[config.mk]
export PLATFORM = sky130hd
export DESIGN_NAME = intel_hex_record_parser
export DESIGN_NICKNAME = d
export VERILOG_FILES = /design/src/rtl/ihex_pkg.sv /design/src/rtl/ihex_step.sv /design/src/rtl/ihex_out_reg.sv /design/src/rtl/intel_hex_record_parser.sv
export SDC_FILE = /design/constraint.sdc
export NUM_CORES = 1
export LEC_CHECK = 0
export BUFFER_PORTS_ARGS = -buffer_cell sky130_fd_sc_hd__buf_4
export CAP_MARGIN = 0
export CORE_UTILIZATION = 45
export DETAILED_ROUTE_END_ITERATION = 10
export PLACE_DENSITY = 0.65
export REMOVE_ABC_BUFFERS = 1
export SYNTH_ARGS = -nofsm -noshare
export SYNTH_HDL_FRONTEND = slang
export SYNTH_SLANG_ARGS = --single-unit
[constraint.sdc]
create_clock -name i_clk -period 6.6 [get_ports i_clk]
set_clock_uncertainty 0.15 [all_clocks]
set_input_delay 0.66 -clock i_clk [delete_from_list [all_inputs] [get_ports i_clk]]
set_output_delay 0.66 -clock i_clk [all_outputs]
set_load 0.05 [all_outputs]
[src/rtl/ihex_pkg.sv]
// ----------------------------------------------------------------------------
// ihex_pkg: shared types and constants for the hex record parser
// Parse phases, result codes, parser state and result records, and the
// hex digit decoder.
// ----------------------------------------------------------------------------
`default_nettype none

package ihex_pkg;

    typedef enum logic [3:0] {
        PH_LINE_START = 4'd0,
        PH_SKIP       = 4'd1,
        PH_COUNT      = 4'd2,
        PH_ADDR_HI    = 4'd3,
        PH_ADDR_LO    = 4'd4,
        PH_TYPE       = 4'd5,
        PH_DATA       = 4'd6,
        PH_CHECK      = 4'd7
    } t_phase;

    typedef enum logic [2:0] {
        ST_DATA    = 3'd0,
        ST_ACCEPT  = 3'd1,
        ST_FMT_ERR = 3'd2,
        ST_SUM_ERR = 3'd3,
        ST_END     = 3'd4
    } t_status;

    localparam logic [7:0] CHAR_COLON = 8'h3A;
    localparam logic [7:0] CHAR_LF    = 8'h0A;
    localparam logic [7:0] CHAR_CR    = 8'h0D;
    localparam logic [7:0] DATA_KIND  = 8'h00;

    typedef struct packed {
        t_phase      phase;
        logic        nib_pend;
        logic [3:0]  high_nib;
        logic [7:0]  rec_count;
        logic [15:0] rec_addr;
        logic [7:0]  byte_idx;
        logic [7:0]  run_sum;
        logic [16:0] chunk_end;
        logic        chunk_nonempty;
        logic        err;
    } t_state;

    localparam t_state STATE_RESET = '{
        phase:          PH_LINE_START,
        nib_pend:       1'b0,
        high_nib:       4'd0,
        rec_count:      8'd0,
        rec_addr:       16'd0,
        byte_idx:       8'd0,
        run_sum:        8'd0,
        chunk_end:      17'd0,
        chunk_nonempty: 1'b0,
        err:            1'b0
    };

    typedef struct packed {
        t_status     status;
        logic [7:0]  data_byte;
        logic [16:0] byte_address;
        logic [15:0] record_start;
        logic [7:0]  record_length;
        logic        new_chunk;
        logic        chunk_open;
    } t_result;

    // {valid, value} for one ASCII hex digit, either letter case
    function automatic logic [4:0] hex_value(input logic [7:0] c);
        logic [4:0] r;
        r = 5'd0;
        if (c inside {[8'h30:8'h39]}) begin
            r = {1'b1, c[3:0]};
        end else if (c inside {[8'h41:8'h46], [8'h61:8'h66]}) begin
            r = {1'b1, c[3:0] + 4'd9};
        end
        return r;
    endfunction

endpackage

`default_nettype wire

[src/rtl/ihex_step.sv]
// ----------------------------------------------------------------------------
// ihex_step: per-character parse step
// Computes the next parser state and the optional result for one item.
// ----------------------------------------------------------------------------
`default_nettype none

module ihex_step (
    input  var ihex_pkg::t_state  i_cur,
    input  wire logic [7:0]       i_char_code,
    input  wire logic             i_end_of_input,
    output ihex_pkg::t_state      o_next,
    output logic                  o_res_valid,
    output ihex_pkg::t_result     o_res
);
    import ihex_pkg::*;

    logic       eol;
    logic [4:0] hv;
    logic [7:0] b;
    logic [7:0] sum_next;
    logic [7:0] idx_next;

    assign eol      = (i_char_code == CHAR_LF) || (i_char_code == CHAR_CR);
    assign hv       = hex_value(i_char_code);
    assign b        = {i_cur.high_nib, hv[3:0]};
    assign sum_next = i_cur.run_sum + b;
    assign idx_next = i_cur.byte_idx + 8'd1;

    always_comb begin
        o_next      = i_cur;
        o_res_valid = 1'b0;
        o_res       = '0;
        if (i_end_of_input) begin
            o_res_valid = 1'b1;
            if (!i_cur.err && (i_cur.phase inside {[PH_COUNT:PH_CHECK]})) begin
                o_res.status = ST_FMT_ERR;
            end else begin
                o_res.status     = ST_END;
                o_res.chunk_open = !i_cur.err && i_cur.chunk_nonempty;
            end
            o_next = STATE_RESET;
        end else if (i_cur.err) begin
            // hold: everything ignored until end of input
        end else if (i_cur.phase == PH_LINE_START) begin
            if (i_char_code == CHAR_COLON) begin
                o_next.phase    = PH_COUNT;
                o_next.nib_pend = 1'b0;
                o_next.run_sum  = 8'd0;
            end else if (!eol) begin
                o_next.phase = PH_SKIP;
            end
        end else if (i_cur.phase inside {[PH_COUNT:PH_CHECK]}) begin
            if (!hv[4]) begin
                o_res_valid  = 1'b1;
                o_res.status = ST_FMT_ERR;
                o_next.err   = 1'b1;
                o_next.phase = PH_SKIP;
            end else if (!i_cur.nib_pend) begin
                o_next.high_nib = hv[3:0];
                o_next.nib_pend = 1'b1;
            end else begin
                o_next.nib_pend = 1'b0;
                o_next.run_sum  = sum_next;
                case (i_cur.phase)
                    PH_COUNT: begin
                        o_next.rec_count = b;
                        o_next.phase     = PH_ADDR_HI;
                    end
                    PH_ADDR_HI: begin
                        o_next.rec_addr = {b, 8'd0};
                        o_next.phase    = PH_ADDR_LO;
                    end
                    PH_ADDR_LO: begin
                        o_next.rec_addr = {i_cur.rec_addr[15:8], b};
                        o_next.phase    = PH_TYPE;
                    end
                    PH_TYPE: begin
                        o_next.byte_idx = 8'd0;
                        if (b != DATA_KIND) begin
                            o_next.phase = PH_SKIP;
                        end else if (i_cur.rec_count == 8'd0) begin
                            o_next.phase = PH_CHECK;
                        end else begin
                            o_next.phase = PH_DATA;
                        end
                    end
                    PH_DATA: begin
                        o_res_valid        = 1'b1;
                        o_res.status       = ST_DATA;
                        o_res.data_byte    = b;
                        o_res.byte_address = {1'b0, i_cur.rec_addr}
                                           + {9'd0, i_cur.byte_idx};
                        o_next.byte_idx    = idx_next;
                        if (idx_next >= i_cur.rec_count) begin
                            o_next.phase = PH_CHECK;
                        end
                    end
                    default: begin
                        o_res_valid = 1'b1;
                        if (sum_next != 8'd0) begin
                            o_res.status = ST_SUM_ERR;
                            o_next.err   = 1'b1;
                        end else begin
                            o_res.status        = ST_ACCEPT;
                            o_res.record_start  = i_cur.rec_addr;
                            o_res.record_length = i_cur.rec_count;
                            if ({1'b0, i_cur.rec_addr} == i_cur.chunk_end) begin
                                if (i_cur.rec_count != 8'd0) begin
                                    o_next.chunk_nonempty = 1'b1;
                                end
                            end else begin
                                o_res.new_chunk       = 1'b1;
                                o_next.chunk_nonempty = (i_cur.rec_count != 8'd0);
                            end
                            o_next.chunk_end = {1'b0, i_cur.rec_addr}
                                             + {9'd0, i_cur.rec_count};
                        end
                        o_next.phase = PH_SKIP;
                    end
                endcase
            end
        end else begin
            // skip to line end
            if (eol) begin
                o_next.phase = PH_LINE_START;
            end
        end
    end

endmodule

`default_nettype wire

[src/rtl/ihex_out_reg.sv]
// ----------------------------------------------------------------------------
// ihex_out_reg: result register
// Holds one result item until the consumer takes it; frees itself in the
// same cycle it is taken so a new item can load.
// ----------------------------------------------------------------------------
`default_nettype none

module ihex_out_reg (
    input  wire logic             i_clk,
    input  wire logic             i_rst_n,
    input  wire logic             i_load,
    input  var ihex_pkg::t_result i_res,
    input  wire logic             i_out_ready,
    output logic                  o_free,
    output logic                  o_out_valid,
    output ihex_pkg::t_result     o_res
);
    import ihex_pkg::*;

    logic    r_valid;
    logic    n_valid;
    t_result r_res;

    assign o_free  = !r_valid || i_out_ready;
    assign n_valid = (r_valid && !i_out_ready) || i_load;

    always_ff @(posedge i_clk) begin
        if (!i_rst_n) begin
            r_valid <= 1'b0;
        end else begin
            r_valid <= n_valid;
        end
    end

    always_ff @(posedge i_clk) begin
        if (i_load) begin
            r_res <= i_res;
        end
    end

    assign o_out_valid = r_valid;
    assign o_res       = r_res;

endmodule

`default_nettype wire

[src/rtl/intel_hex_record_parser.sv]
// ----------------------------------------------------------------------------
// intel_hex_record_parser: character-stream hex record parser
// A result appears on the output in the cycle after its item is taken.
// Throughput: one character item per cycle while the result register is free,
// set by the single parse step between the state register and the result register.
// Reset: synchronous, active low; parser returns to waiting for a line start
// and the result register empties.
// ----------------------------------------------------------------------------
`default_nettype none

module intel_hex_record_parser (
    input  wire logic        i_clk,
    input  wire logic        i_rst_n,
    // character input channel
    input  wire logic        i_in_valid,
    output logic             o_in_ready,
    input  wire logic [7:0]  i_char_code,
    input  wire logic        i_end_of_input,
    // result channel
    output logic             o_out_valid,
    input  wire logic        i_out_ready,
    output logic [2:0]       o_status,
    output logic [7:0]       o_data_byte,
    output logic [16:0]      o_byte_address,
    output logic [15:0]      o_record_start,
    output logic [7:0]       o_record_length,
    output logic             o_new_chunk,
    output logic             o_chunk_open
);
    import ihex_pkg::*;

    // Parser state: phase, partial byte, record header fields, running
    // checksum, chunk tracking and the sticky error flag.
    t_state  r_state;
    t_state  n_state;

    t_result step_res;
    t_result out_res;
    logic    step_res_valid;
    logic    accept;
    logic    free;

    // Take an item whenever the result register is empty or being drained;
    // hold the input while a result waits and the receiver stalls.
    assign o_in_ready = free;
    assign accept     = i_in_valid && free;

    // One character's worth of work: hex decode, field assembly, checksum,
    // data byte emission, record acceptance and chunk continuity.
    ihex_step u_step (
        .i_cur          (r_state),
        .i_char_code    (i_char_code),
        .i_end_of_input (i_end_of_input),
        .o_next         (n_state),
        .o_res_valid    (step_res_valid),
        .o_res          (step_res)
    );

    // Advance the parser state only on an accepted item.
    always_ff @(posedge i_clk) begin
        if (!i_rst_n) begin
            r_state <= STATE_RESET;
        end else if (accept) begin
            r_state <= n_state;
        end
    end

    // Load the result register only when the item produced a result.
    ihex_out_reg u_out (
        .i_clk       (i_clk),
        .i_rst_n     (i_rst_n),
        .i_load      (accept && step_res_valid),
        .i_res       (step_res),
        .i_out_ready (i_out_ready),
        .o_free      (free),
        .o_out_valid (o_out_valid),
        .o_res       (out_res)
    );

    assign o_status        = out_res.status;
    assign o_data_byte     = out_res.data_byte;
    assign o_byte_address  = out_res.byte_address;
    assign o_record_start  = out_res.record_start;
    assign o_record_length = out_res.record_length;
    assign o_new_chunk     = out_res.new_chunk;
    assign o_chunk_open    = out_res.chunk_open;

endmodule

`default_nettype wire

=== Yosys cells after proc, flatten, opt, wreduce, memory -nomap -nowiden ===
Index checks and enable logic that the tools add are counted.

* Add/sub/neg operators: 5
* Order comparisons: 9
* Equality and inequality tests: 20
* Mux-type cells: 55
* Bitwise logic cells: 5
* Reduce and logical (&&, ||, !) cells: 47

{| class="wikitable"
|+ Operators by type and width
! cell !! number
|-
| $mux W53 || 4
|-
| $mux W68 || 2
|-
| $mux W25 || 3
|-
| $mux W64 || 1
|-
| $mux W63 || 1
|-
| $mux W59 || 1
|-
| $mux W50 || 1
|-
| $mux W19 || 2
|-
| $mux W36 || 1
|-
| $mux W4 || 9
|-
| $add A16 B8 Y17 || 2
|-
| $pmux W16 S2 || 1
|-
| $mux W8 || 3
|-
| $reduce_bool A8 Y1 || 3
|-
| $reduce_and A7 Y1 || 3
|-
| $pmux W4 S5 || 1
|-
| $mux W18 || 1
|-
| $reduce_and A6 Y1 || 3
|-
| $eq A16 B17 Y1 || 1
|-
| $eq A8 B4 Y1 const B || 2
|-
| $ge A8 B7 Y1 const B || 2
|-
| $le A8 B7 Y1 const B || 2
|-
| $pmux W8 S2 || 1
|-
| $reduce_and A8 Y1 || 2
|-
| other kinds (37) || 89
|}

* Bits in registers: 123
* Bits of input ports: 13
* Output and inout bits: 56
* Logic and storage cells: 160

=== Depth between registers and ports, before layout ===
* Depth in word-level cells: 15
* Gate-level depth with buffers: 19
* Gate-level depth less buffers: 16

=== By module ===
From an unflattened synthesis, not the netlist that was laid out.

* Cells, all modules: 955
* Area total of the unflattened synthesis: 8105.3 µm²

{| class="wikitable"
|+ Modules (own cells, without submodules)
! module !! instances !! cells each !! area each (µm²) !! sequential area each (µm²)
|-
| ihex_step || 1 || 585 || 3757.4 || 0.0
|-
| intel_hex_record_parser || 1 || 312 || 2677.6 || 1361.3
|-
| ihex_out_reg || 1 || 58 || 1670.4 || 1641.6
|}

=== Worst setup path before layout ===
No wires, ideal clock.

* Path kind: in2reg
* Start point: input i_char_code[0]
* End point: register u_out.r_res, in the netlist u_out.o_res[0] (enable)
* Setup time: 466 ps
* Arrival time: 4098 ps
* Required time: 5984 ps
* Path slack: 1886 ps
* Cell stages on the path: 8
* Buffers on the path: 0
* Path through: inv_1 -> ha_1 -> o21bai_1 -> a21oi_4 -> a31o_2 -> o21ai_0 -> a21oi_1 -> nor2_1

* Cells in the longest elaborated chain, start to end: 11
* Elaborated cells between the ends (all ways): 18
* Classes of those cells: 6 x order compare; 7 x mux; 5 x reduce/logical

{| class="wikitable"
|+ Ends and longest elaborated chain
! item !! line !! RTL
|-
| start: declaration || intel_hex_record_parser.sv:17 || <nowiki>input wire logic [7:0] i_char_code,</nowiki>
|-
| $ge A8 B7 Y1 / $le A8 B7 Y1 (equally long branches) || ihex_pkg.sv:76 || <nowiki>end else if (c inside {[8'h41:8'h46], [8'h61:8'h66]}) begin</nowiki>
|-
| $logic_and A1 B1 Y1 || ihex_pkg.sv:76 ||
|-
| $reduce_bool A2 Y1 || ihex_pkg.sv:76 ||
|-
| $mux W5 || ihex_pkg.sv:76 ||
|-
| $mux W5 (*) || ihex_pkg.sv:74 || <nowiki>if (c inside {[8'h30:8'h39]}) begin</nowiki>
|-
| $mux W1 (*) || ihex_step.sv:53 || <nowiki>if (!hv[4]) begin</nowiki>
|-
| $mux W1 (*) || ihex_step.sv:52 || <nowiki>end else if (i_cur.phase inside {[PH_COUNT:PH_CHECK]}) begin</nowiki>
|-
| $mux W1 (*) || ihex_step.sv:44 || <nowiki>end else if (i_cur.phase == PH_LINE_START) begin</nowiki>
|-
| $mux W1 (*) || ihex_step.sv:42 || <nowiki>end else if (i_cur.err) begin</nowiki>
|-
| $mux W1 (*) || ihex_step.sv:33 || <nowiki>if (i_end_of_input) begin</nowiki>
|-
| $logic_and A1 B1 Y1 (*) || intel_hex_record_parser.sv:72 || <nowiki>.i_load (accept && step_res_valid),</nowiki>
|-
| via u_out.i_load || ihex_out_reg.sv:11 || <nowiki>input wire logic i_load,</nowiki>
|-
| end signal: assignment || ihex_out_reg.sv:37 || <nowiki>r_res <= i_res;</nowiki>
|-
| end: declaration || ihex_out_reg.sv:22 || <nowiki>t_result r_res;</nowiki>
|}

The timed path passes the listed nets; every way through them passes the cells marked *.
A chain may end at the register's enable or synchronous reset.

=== Worst setup path in the final report ===
* Start point: input i_char_code[0]
* End point: register u_out.r_res, in the netlist u_out.o_res[11] (data pin)

* Cells in the longest elaborated chain, start to end: 8
* Elaborated cells between the ends (all ways): 17
* Classes of those cells: 2 x add/sub; 6 x order compare; 2 x mux; 1 x bitwise; 6 x reduce/logical

{| class="wikitable"
|+ Ends and longest elaborated chain
! item !! line !! RTL
|-
| $ge A8 B7 Y1 / $le A8 B7 Y1 (equally long branches) || ihex_pkg.sv:76 ||
|-
| $logic_and A1 B1 Y1 || ihex_pkg.sv:76 ||
|-
| $reduce_bool A2 Y1 || ihex_pkg.sv:76 ||
|-
| $mux W5 || ihex_pkg.sv:76 ||
|-
| $mux W5 (*) || ihex_pkg.sv:74 ||
|-
| via u_step.hv[2] || ihex_step.sv:18 || <nowiki>logic [4:0] hv;</nowiki>
|-
| $add A8 B8 Y8 (*) || ihex_step.sv:26 || <nowiki>assign sum_next = i_cur.run_sum + b;</nowiki>
|-
| $reduce_bool A8 Y1 (*) || ihex_step.sv:100 || <nowiki>if (sum_next != 8'd0) begin</nowiki>
|-
| $reduce_or A12 Y1 (no line) (*) || n/a ||
|}

Marked as above.

==> run summary <==
Initial DRT Pass Iterations: 5
FF-to-FF setup slack: 3.30 ns
Clk buf depth: 2
Post-DR wirelength/cell: 17.8 um
Top cells by area, synth: edfxtp_1 (22%), dfxtp_1 (19%), ha_1 (6.2%)
Post-CTS Hold Fix Bufs: 0
Core Rows: 45
Post_cts resized: 0
Seq cells post-synth: 122
Final WL: 18,600 um
Die ar.: 0.0166 mm^2
Final Critical Period: 4.51 ns
Gate power share: 8.8%
DP Area: 0.00787 mm^2
Status: complete, no violations
I/O pin count: 69
Post-synth ARST share: 0%
Core ar.: 0.0154 mm^2
PnR Total Power: 1.91 mW
Placed Instances: 1,016
Layout cell share with drive strength beyond 1: 16.4%
Slew @ Worst Pin: 0.834 ns
Die width: 129 um
Slowest stage delay, CP: 0.64 ns
CTS Root Cell: clkbuf_16
I/O Buffers: 68
FILL cells: 1,436
Top-area cell type share of the netlist area: 22.4%
Dpl ws: 1.75 ns
Min-Delay Startpoint: r_state[25]
Worst-path clk slew: 0.05 ns
Sw frac: 23.9%
Max rail drop VDD: 175 uV
Highest-count cells in the layout ignoring fill and taps: nand2_1 (78), buf_4 (74), dfxtp_1 (68)
RSZ-0062 raised after global routing: false
Post-synth cell types: 80
FF-to-FF Start: r_state[65]
Peak fanout along the critical path: 12
Yosys top cell by area: edfxtp_1
Vias per cell: 5.71
MaxCap Viol Count: 0
Final hold slack: 0.315 ns
Met2 Track Usage GR: 39.2%
PnR worst setup slack: 2.09 ns
Grt met3 use: 4.37%
Most common cell after layout, fill and taps aside: nand2_1
Highest Clock Rate: 222 MHz
First-pass GRT wire length: 29,700 um
Total track usage: 23.5%
Crit path cell chain: buf_4, inv_1, ha_1, o21bai_1, a21oi_4, nor3b_1, a21oi_1, nor2_1, ha_1, nor2b_1, o221ai_2, nor3b_1, a311oi_1, and4b_1, nand2_1, nor2_1
Crit. End Element: flop
Largest net degree at the start of global routing: 79
Final Setup Violations: 0
Critical path arrival: 4.63 ns
Final ANT Viol Nets: 0
Slew margin rel.: 43.8%
Syn Std Cell Area: 0.00723 mm^2
Clock Latency Late Sink: 0.42 ns
Worst hold path type: flop to flop
Synth warnings: 0
DRC Markers: 0
CTS tree: built
Pwr per Cell Area: 226 mW/mm^2
Initial antenna violation count: 0
Cell family with most CP delay: simple AND/OR/NAND/NOR gates
Leak: 3.33 nW
Via count: 5,988
# diodes: 0
GRT Residual Overflow: 0
Net Sw Power: 458 uW
Initial Util: 46.9%
Final core occ: 54.9%
Hold Fails Final Rpt: 0
Htree depth: 4
Placer Congestion: 0.886
Critical Path Start Type: primary input
Post-CTS setup buffers: 0
Final Cell Area: 0.00846 mm^2
Register area share after synthesis: 41.3%
Buffers and inverters on the worst path: 2
Syn Area/Cell: 9.38 um^2
CP max stage cell: and4b_1
CTS Buf Count: 17
Critical Path RT: 6.72 ns
CP startpoint: i_char_code[0]
Fin crit share: 68.3%
Setup CP Type: primary input to flop
Fin nets: 876
Post-synth EDFFs: 54
Starting DRT DRC Count: 402
GRT met1 Usage: 28.8%
HPWL after DPL: 13,500 um
Die H: 129 um
Grt peak-use layer: met2
Total negative slack: 0 ns
P_int: 1.46 mW
Power share of the sequential group: 42.3%
Clock power share: 49.0%
Final Non-Filler Cells: 1,048
Area Overhead vs Synth: 17.1%
Clock sinks: 122
Slew Limit Fails: 0
Number of global-route vias before repair: 5,842
Synth Instances: 771
Top_reg_cell synth: dfxtp_1
-- Yosys cell counts (10+ instances only) --
cell type  number
mux2i_1        22
o21ai_0        31
a21boi_1       13
ha_1           36
nor2_1         56
nand3_1        21
inv_1          30
buf_2          10
clkbuf_1       25
or3_1          23
nand2_1        78
nor3_1         23
a21oi_1        29
and3_1         33
edfxtp_1       54
dfxtp_1        68
nor2b_1        24
xor2_1         24
xnor2_1        21
-- state kept, by name (all words and copies together), names as in the netlist --
name	cells
u_out.o_out_valid	1
u_out.o_res	54
r_state	67
-- cells by family after synthesis --
kind of cell	after synthesis	share of synthesized area, %
DFF	122	41.3
muxes	25	3.51
buffers and inverters	70	4.22
AOI/OAI and AO/OA	156	15.3
xor gates and xnor gates	45	5.45
adders and majority gates	39	7.06
and+or+nand+nor	314	23.2
-- power groups by stage --
stage | registers, mW | clock network [mW] | logic, mW
floorplan | 0.878 | 0 | 0.0526
global placement | 0.824 | 0 | 0.165
detailed placement | 0.824 | 0 | 0.168
CTS | 0.808 | 0.952 | 0.168
global route | 0.810 | 0.979 | 0.177
finish | 0.808 | 0.937 | 0.168
-- worst reg2reg max path, cell delays in order (launching register included) --
cell     delay (ns)
dfxtp_1        0.67
o21ba_2        0.29
nand2_2        0.15
nor2_1         0.34
buf_4          0.24
and3_1         0.35
nand2_1        0.32
buf_4          0.31
nor4b_1        0.27
-- final timing paths --
kind / to / cells past startpoint
worst max-delay path: u_out.o_res[11] / 16
worst min-delay path: r_state[25] / 2
worst max register to register: u_out.o_res[42] / 8
worst min register to register: r_state[25] / 2
-- per-layer routing --
layer	up-vias	share of wire (%)
li1	2895	-
met1	2868	45
met2	173	47
met3	52	3.9
met4	0	4.1
met5	-	0
-- cell type report --
class                           count  area (um^2)  share of cell area [%]
Clock inverter                      7         88.8                    1.05
Sequential cell                   122         2980                    35.2
Clock buffer                       25          507                    5.99
Inverter                           30          113                    1.33
Multi-Input combinational cell    579         3950                    46.7
Timing Repair Buffer               74          556                    6.56
Tap cell                          211          264                    3.12
No activity file was read; power rests on OpenSTA's default activity.
